## config.mk

```make
export PLATFORM = sky130hd
export DESIGN_NAME = vglpf_index
export DESIGN_NICKNAME = d
export VERILOG_FILES = /design/src/rtl/voxel_grid_lowest_point_filter_macros.svh /design/src/rtl/vglpf_pkg.sv /design/src/rtl/vglpf_index.sv
export SDC_FILE = /design/constraint.sdc
export NUM_CORES = 2
export LEC_CHECK = 0
export ABC_AREA = 1
export BUFFER_PORTS_ARGS = -buffer_cell sky130_fd_sc_hd__buf_2
export CORE_MARGIN = 3
export CORE_UTILIZATION = 35
export CTS_BUF_LIST = sky130_fd_sc_hd__clkbuf_16
export CTS_CLUSTER_SIZE = 12
export DETAILED_ROUTE_END_ITERATION = 8
export GPL_TIMING_DRIVEN = 0
export PLACE_DENSITY = 0.59
export SETUP_SLACK_MARGIN = 0.1
export SLEW_MARGIN = 20
export SYNTH_ARGS = -nofsm -noshare
export SYNTH_HDL_FRONTEND = slang
export SYNTH_SLANG_ARGS = --single-unit
```

## constraint.sdc

```tcl
create_clock -name clock -period 10.8 [get_ports clock]
set_input_delay 1.62 -clock clock [delete_from_list [all_inputs] [get_ports clock]]
set_output_delay 1.62 -clock clock [all_outputs]
set_load 0.01 [all_outputs]
```

## src/rtl/voxel_grid_lowest_point_filter_macros.svh

```systemverilog
// Assertion macros for the lowest-point voxel filter.
`ifndef VOXEL_GRID_LOWEST_POINT_FILTER_MACROS_SVH
`define VOXEL_GRID_LOWEST_POINT_FILTER_MACROS_SVH

`ifndef SYNTH

// same-cycle implication
`define VGLPF_ASSERT_IMP(label, clk, rst, ante, cons) \
   label: assert property (@(posedge clk) disable iff (rst) (ante) |-> (cons)) \
      else $error("vglpf assertion failed");

// next-cycle implication
`define VGLPF_ASSERT_NXT(label, clk, rst, ante, cons) \
   label: assert property (@(posedge clk) disable iff (rst) (ante) |=> (cons)) \
      else $error("vglpf assertion failed");

`else

`define VGLPF_ASSERT_IMP(label, clk, rst, ante, cons)
`define VGLPF_ASSERT_NXT(label, clk, rst, ante, cons)

`endif

`endif

```

## src/rtl/vglpf_pkg.sv

```systemverilog
package vglpf_pkg;

   localparam int GridCellsDefault = 4096;

   localparam int CoordW   = 32;
   localparam int InvW     = 24;
   localparam int OriginW  = 24;
   localparam int SpanW    = 13;
   localparam int CellIdxW = 12;
   localparam int PointW   = 3 * CoordW;

   localparam int CsrIdxW  = 3;
   localparam int CsrDataW = 24;

   // datapath widths
   localparam int FracW   = 32;                 // fraction bits of coord * inverse
   localparam int MulAW   = 32;
   localparam int MulBW   = 27;
   localparam int ProdW   = MulAW + MulBW;
   localparam int AxisW   = 28;
   localparam int LinW    = 60;

   localparam logic [CsrIdxW-1:0] CSR_INV_X  = 3'd0;
   localparam logic [CsrIdxW-1:0] CSR_INV_Y  = 3'd1;
   localparam logic [CsrIdxW-1:0] CSR_INV_Z  = 3'd2;
   localparam logic [CsrIdxW-1:0] CSR_ORG_X  = 3'd3;
   localparam logic [CsrIdxW-1:0] CSR_ORG_Y  = 3'd4;
   localparam logic [CsrIdxW-1:0] CSR_ORG_Z  = 3'd5;
   localparam logic [CsrIdxW-1:0] CSR_SPAN_X = 3'd6;
   localparam logic [CsrIdxW-1:0] CSR_SPAN_Y = 3'd7;

   localparam logic [InvW-1:0]    InvXReset  = 24'd6553600;
   localparam logic [InvW-1:0]    InvYReset  = 24'd6553600;
   localparam logic [InvW-1:0]    InvZReset  = 24'd32768;
   localparam logic [SpanW-1:0]   SpanReset  = 13'd64;

   // one memory operation handed to the cell store
   typedef struct packed {
      logic                drain;
      logic                hit;          // address lies inside the grid
      logic [CellIdxW-1:0] cell_index;
      logic [CoordW-1:0]   px;
      logic [CoordW-1:0]   py;
      logic [CoordW-1:0]   pz;
   } cell_op_type;

   typedef struct packed {
      logic [CellIdxW-1:0] cell_index;
      logic                dropped;
      logic                occupied;
      logic [CoordW-1:0]   kept_x;
      logic [CoordW-1:0]   kept_y;
      logic [CoordW-1:0]   kept_z;
   } rsp_type;

endpackage

```

## src/rtl/vglpf_index.sv

```systemverilog
module vglpf_index #(
   parameter int GRID_CELLS = vglpf_pkg::GridCellsDefault
) (
   input  logic                                  clock,
   input  logic                                  reset,
   input  logic                                  go,
   input  logic signed [vglpf_pkg::CoordW-1:0]   px,
   input  logic signed [vglpf_pkg::CoordW-1:0]   py,
   input  logic signed [vglpf_pkg::CoordW-1:0]   pz,
   input  logic [vglpf_pkg::InvW-1:0]            inv_x,
   input  logic [vglpf_pkg::InvW-1:0]            inv_y,
   input  logic [vglpf_pkg::InvW-1:0]            inv_z,
   input  logic signed [vglpf_pkg::OriginW-1:0]  org_x,
   input  logic signed [vglpf_pkg::OriginW-1:0]  org_y,
   input  logic signed [vglpf_pkg::OriginW-1:0]  org_z,
   input  logic [vglpf_pkg::SpanW-1:0]           span_x,
   input  logic [vglpf_pkg::SpanW-1:0]           span_y,
   output logic                                  done,
   output vglpf_pkg::cell_op_type                op,
   output logic [$clog2(GRID_CELLS)-1:0]         addr
);
   import vglpf_pkg::*;

   localparam int IdxW = $clog2(GRID_CELLS);

   localparam logic [2:0] ST_MUL_X = 3'd0;
   localparam logic [2:0] ST_MUL_Y = 3'd1;
   localparam logic [2:0] ST_MUL_Z = 3'd2;
   localparam logic [2:0] ST_AREA  = 3'd3;
   localparam logic [2:0] ST_ROW   = 3'd4;
   localparam logic [2:0] ST_ZOFF  = 3'd5;
   localparam logic [2:0] ST_LIN   = 3'd6;

   logic                      run_ff, run_in;
   logic [2:0]                step_ff, step_in;
   logic signed [CoordW-1:0]  px_ff, py_ff, pz_ff;
   logic signed [ProdW-1:0]   prod_ff;
   logic signed [AxisW-1:0]   ix_ff, iy_ff, iz_ff;
   logic signed [MulBW-1:0]   area_ff;
   logic signed [LinW-1:0]    base_ff;
   logic                      oor_ff;
   logic                      done_ff, done_in;
   cell_op_type               op_ff, op_in;
   logic [IdxW-1:0]           addr_ff;

   logic signed [MulAW-1:0]   mul_a;
   logic signed [MulBW-1:0]   mul_b;
   logic signed [ProdW-1:0]   mul_p;
   logic signed [ProdW-FracW-1:0] floor_cell;
   logic signed [AxisW-1:0]   axis_val;
   logic signed [AxisW-1:0]   spx_s, spy_s;
   logic signed [LinW-1:0]    lin;
   logic                      oor;
   logic                      hit;

   // one shared multiplier, operands chosen by step
   always_comb begin
      case (step_ff)
         ST_MUL_X: begin
            mul_a = px_ff;
            mul_b = MulBW'(inv_x);
         end
         ST_MUL_Y: begin
            mul_a = py_ff;
            mul_b = MulBW'(inv_y);
         end
         ST_MUL_Z: begin
            mul_a = pz_ff;
            mul_b = MulBW'(inv_z);
         end
         ST_AREA: begin
            mul_a = MulAW'(span_x);
            mul_b = MulBW'(span_y);
         end
         ST_ROW: begin
            mul_a = MulAW'(iy_ff);
            mul_b = MulBW'(span_x);
         end
         ST_ZOFF: begin
            mul_a = MulAW'(iz_ff);
            mul_b = area_ff;
         end
         default: begin
            mul_a = '0;
            mul_b = '0;
         end
      endcase
   end

   assign mul_p = mul_a * mul_b;

   // arithmetic shift floors toward minus infinity
   assign floor_cell = $signed(prod_ff[ProdW-1:FracW]);

   always_comb begin
      case (step_ff)
         ST_MUL_Y: axis_val = AxisW'(floor_cell) - AxisW'(org_x);
         ST_MUL_Z: axis_val = AxisW'(floor_cell) - AxisW'(org_y);
         default:  axis_val = AxisW'(floor_cell) - AxisW'(org_z);
      endcase
   end

   assign spx_s = AxisW'(span_x);
   assign spy_s = AxisW'(span_y);
   assign oor   = (ix_ff < 0) || (ix_ff >= spx_s) || (iy_ff < 0) || (iy_ff >= spy_s)
                  || (iz_ff < 0);

   assign lin = base_ff + LinW'(prod_ff);
   assign hit = !oor_ff && (lin < LinW'(GRID_CELLS));

   always_comb begin
      run_in  = run_ff;
      step_in = step_ff;
      done_in = 1'b0;
      if (go) begin
         run_in  = 1'b1;
         step_in = ST_MUL_X;
      end else if (run_ff) begin
         if (step_ff == ST_LIN) begin
            run_in  = 1'b0;
            done_in = 1'b1;
         end else begin
            step_in = step_ff + 3'd1;
         end
      end
   end

   always_comb begin
      op_in            = op_ff;
      op_in.drain      = 1'b0;
      op_in.hit        = hit;
      op_in.cell_index = hit ? lin[CellIdxW-1:0] : '0;
      op_in.px         = px_ff;
      op_in.py         = py_ff;
      op_in.pz         = pz_ff;
   end

   always_ff @(posedge clock) begin
      if (reset) begin
         run_ff  <= 1'b0;
         step_ff <= ST_MUL_X;
         done_ff <= 1'b0;
      end else begin
         run_ff  <= run_in;
         step_ff <= step_in;
         done_ff <= done_in;
      end
   end

   always_ff @(posedge clock) begin
      if (go) begin
         px_ff <= px;
         py_ff <= py;
         pz_ff <= pz;
      end
      prod_ff <= mul_p;
      case (step_ff)
         ST_MUL_Y: ix_ff <= axis_val;
         ST_MUL_Z: iy_ff <= axis_val;
         ST_AREA:  iz_ff <= axis_val;
         ST_ROW: begin
            area_ff <= prod_ff[MulBW-1:0];
            oor_ff  <= oor;
         end
         ST_ZOFF: base_ff <= LinW'(ix_ff) + LinW'(prod_ff);
         default: ;
      endcase
      if (done_in) begin
         op_ff   <= op_in;
         addr_ff <= lin[IdxW-1:0];
      end
   end

   assign done = done_ff;
   assign op   = op_ff;
   assign addr = addr_ff;

endmodule

```

Word level (Yosys, flattened, before mapping)
Cells that the tools add are included.
Cells by class
  add/sub/neg operators: 6
  $mul: 1
  $lt $le $gt $ge: 6
  eq/ne operators: 6
  muxes and demuxes: 9
  bitwise operators: 1
  reductions and logical operators: 9
Operator list (count)
  $pmux 32 s6: 1
  $pmux 27 s6: 1
  $lt 28x1->1 const B: 3
  $sub 27x24->28: 3
  $add 28x59->60: 1
  $add 60x59->60: 1
  $lt 60x14->1 const B: 1
  $mul 32x27->59: 1
  $ge 28x14->1: 2
  $pmux 28 s2: 1
  $eq 3x3->1 const B: 3
  $eq 3x2->1 const B: 2
  $mux 1: 6
  $logic_or 1x1->1: 4
  $add 3x1->3 const B: 1
  $eq 3x1->1 const B: 1
  $logic_not 3->1: 1
  $reduce_and 2->1: 1
  $reduce_or 2->1: 1
  $logic_and 1x1->1: 1
  $logic_not 1->1: 1
  $not 1->1: 1
Storage, ports and cells
  bits in registers: 453
  bits of input ports: 269
  output and inout bits: 123
  logic and storage cells: 57

Logic depth before layout (Yosys ltp)
  depth in word-level cells: 5
  mapped depth: 41
  depth with buffers taken out: 39

Worst setup path after synthesis
No wires, ideal clock.
  path kind: input -> register
  start: input port go
  end: register addr_ff[0] (netlist: addr[0]), enable pin
  library setup time: 751 ps
  arrival time: 9976 ps
  required time: 10049 ps
  slack: 73 ps
  stages on the path: 1
  path buffers: 0
  cells stage by stage: nor3_1
Between the ends
  word-level cells in the longest chain between the ends: 1
Ends and longest elaborated chain
  start: declaration: line vglpf_index.sv:6  | input logic go,
  $mux 1: line vglpf_index.sv:115  | if (go) begin
  end signal: assignment: line vglpf_index.sv:170  | addr_ff <= lin[IdxW-1:0];
  end: declaration: line vglpf_index.sv:44  | logic [IdxW-1:0] addr_ff;
No other way between the ends.
A chain may end at the register's enable or synchronous reset.

Worst setup path after layout
  start: register step_ff[0]
  end: register prod_ff[57]
Between the ends
  word-level cells in the longest chain between the ends: 3
  elaborated cells on any way between the ends: 9
  classes of those cells: mul (1); eq/ne (5); mux (2); reduce/logical (1)
Ends and longest elaborated chain
  start: declaration: line vglpf_index.sv:35  | logic [2:0] step_ff, step_in;
  start signal: assignment: line vglpf_index.sv:145  | step_ff <= step_in;
  $eq 3x3->1 (tied with other cells): line vglpf_index.sv:58  | case (step_ff)
  $pmux 32 s6 or $pmux 27 s6 (tied branches): line vglpf_index.sv:58
  $mul 32x27->59 (*): line vglpf_index.sv:90  | assign mul_p = mul_a * mul_b;
  via mul_p[57]: line vglpf_index.sv:48  | logic signed [ProdW-1:0] mul_p;
  end signal: assignment: line vglpf_index.sv:156  | prod_ff <= mul_p;
  end: declaration: line vglpf_index.sv:37  | logic signed [ProdW-1:0] prod_ff;
Mark *: on every way through the listed nets, which the timed path passes. The rest lies on a longest branch.

==> impl_metrics.toml <==
[run_status]
status = "completed"

[clocking]
cts_root_buffer = "clkbuf_16"
cts_buffers = 52
cts_tree = "yes"
cts_max_level = 2
cts_hold_buf = 0
clock_sinks = 453
clockBufferDepth = 3
clock_latency_ns = 0.69
clk_pin_slew_ns = 0.06

[critical_path]
crit_slowest_cell = "o2111ai_1"
path_class = "flop to flop"
rrSetupSlack_ns = 0.27
cpPeakStageDelay_ns = 1.16
start_kind = "flop"
r2r_cells = 29
timing.rr.end = "prod_ff[57]$_DFF_P_"
crit_path_end_kind = "flop"
cp_max_fo = 19
arrival_ns = 11.10
r2r_start = "step_ff[0]$_SDFFE_PP0P_"
crit_path_frequent_cell = "fa_1"
critical_path.top_delay_family = "adder cells"
worstPathRequired_ns = 11.37
path_buf_inv = 7

[placed_design]
portBuffers = 390
place_ws_ns = 0.109
globalplace.congestion = 0.982
dp_hpwl_um = 196000
place_area_mm2 = 0.0627

[sta]
worst_slack_ns = 0.273
slew_violations = 0
skew_ns = 0.0833
setup_viol_count_final = 0
tightest_slew_ns = 1.43
rsz0062_at_grt = "yes"
finalHoldWorstSlack_ns = 0.437
clock.fmax_ghz = 0.0950
slew_headroom = 0.0453
hold_violations = 0
fin_crit_sh = 0.975
period_needed_ns = 10.53

[yosys]
ys_types = 53
yosys_warnings = 0
synth_top_area_frac = 0.310
synth_area_leader_cell = "fa_1"
synth_edf_count = 389
synth.top_cells.by_area = "fa_1 (31%), edfxtp_1 (20%), inv_1 (11%)"
yosysSeqAreaShare = 0.226
synth-seq-cells = 453
avgSynthCellArea_um2 = 8.39
synthCells = 6847
synth_nets = 8349
synth-main-ff-cell = "edfxtp_1"
synth.cell_area_mm2 = 0.0574
async_flop_share = 0

[hold_path]
hp-start = "pz_ff[5]$_DFFE_PP_"
hold_path.class = "flop to flop"
holdPathEnd = "op[5]$_DFFE_PP_"
whs_path_depth = 0

[detailed_routing]
drt_first_pass_iters = 6
wl_um = 227000
post_drt_wl_per_cell_um = 23.7
routed_via_density = 5.06
drc = 0
drtIter0Drc = 4284
num_vias = 48379
drtAntennaViolNets = 0

[floorplan]
coreArea_mm2 = 0.163
rows = 148
die_w_um = 411
chipHeight_um = 411
ios = 392
die-area_mm2 = 0.169
start_util = 0.352

[final_layout]
syn_to_final_growth_pct = 12.4
drive_above_1_share = 0.0879
final_area_mm2 = 0.0645
layout_commonest_cell = "inv_1"
layout_common_cells = "inv_1 (1743), nand2_1 (1642), fa_1 (889)"
layout.nets = 8835
post-route-util = 0.396

[grt]
grt_first_pass_wirelength_um = 326000
grt_pass1_vias = 49147
overflow = 0
grt_max_degree = 55
grt_antenna_before_repair = 26
grtUsageTotal = 0.267

[flow_run]
drv_cap = 0
## flip-flops by register name, indices dropped and copies added (netlist names), 32 cells and up
| name | flops |
|---|---|
| base_ff | 60 |
| py_ff | 32 |
| prod_ff | 59 |
| op | 109 |
| pz_ff | 32 |
| px_ff | 32 |
## routing by layer
metal | GRT usage | part of all wire | vias to the layer above
met4 | 0.126 | 0.056 | 8
met1 | 0.359 | 0.41 | 23894
met3 | 0.0674 | 0.11 | 455
li1 | - | - | 21630
met5 | 0 | 0.00020 | -
met2 | 0.403 | 0.42 | 2392
## worst max-delay path by stage
stage | to | cells after the start | from
after detailed placement | prod_ff[58]$_DFF_P_ | 32 | step_ff[0]$_SDFFE_PP0P_
after CTS | prod_ff[58]$_DFF_P_ | 32 | step_ff[1]$_SDFFE_PP0P_
after global routing | prod_ff[57]$_DFF_P_ | 29 | step_ff[1]$_SDFFE_PP0P_
after floorplan | prod_ff[58]$_DFF_P_ | 32 | step_ff[1]$_SDFFE_PP0P_
after global placement | prod_ff[58]$_DFF_P_ | 32 | step_ff[1]$_SDFFE_PP0P_
final | prod_ff[57]$_DFF_P_ | 29 | step_ff[0]$_SDFFE_PP0P_
## metrics by stage
step	instances	setup TNS, ns
2_1_floorplan	6847	0
3_3_place_gp	9412	-235.43
3_5_place_dp	9450	0
4_1_cts	9543	0
5_1_grt	9550	0
6_report	9558	0
## what timing repair did
item,CTS,global route
pin swaps,0,2
setup endpoints to repair,1,8
setup buffers,0,4
gates resized for setup,1,19
hold endpoints to repair,0,0
## final cells by class
cell class / count / area (um2)
Buffer: 174 / 707
Fill cell: 16873 / 98400
Tap cell: 2175 / 2720
Clock inverter: 41 / 392
Timing Repair Buffer: 432 / 2520
Clock buffer: 52 / 1300
Antenna cell: 11 / 27.5
Inverter: 1749 / 6570
Multi-Input combinational cell: 4471 / 37300
Sequential cell: 453 / 13000
## Yosys cell counts (13+ instances only)
library cell,number
a21o_1,14
a21oi_1,268
a221oi_1,27
a22o_1,54
a31oi_1,35
buf_2,13
clkbuf_1,154
dfxtp_1,64
edfxtp_1,389
fa_1,889
ha_1,344
inv_1,1732
inv_2,15
nand2_1,1642
nand2_2,21
nand3_1,99
nand4_1,57
nor2_1,508
nor2_2,28
nor2_4,16
nor3_1,40
nor4_1,15
o2111ai_1,13
o21a_1,15
o21ai_0,130
xnor2_1,76
xor2_1,97
## kinds of logic (layout without fill, tap and decap cells)
| group | count (synthesis) | in the layout | synth area share |
|---|---|---|---|
| and+or+nand+nor | 2455 | 2455 | 0.173 |
| buffers and inverters | 1923 | 2448 | 0.126 |
| adders and majority gates | 1233 | 1233 | 0.385 |
| AOI/OAI and AO/OA | 609 | 609 | 0.0636 |
| DFF | 453 | 453 | 0.226 |
| xor gates and xnor gates | 173 | 173 | 0.0264 |
| other | 1 | 12 | 0.0000653 |
Power is not shown: default switching activity piles up to over one toggle a cycle in this logic, so the estimate is an artifact.
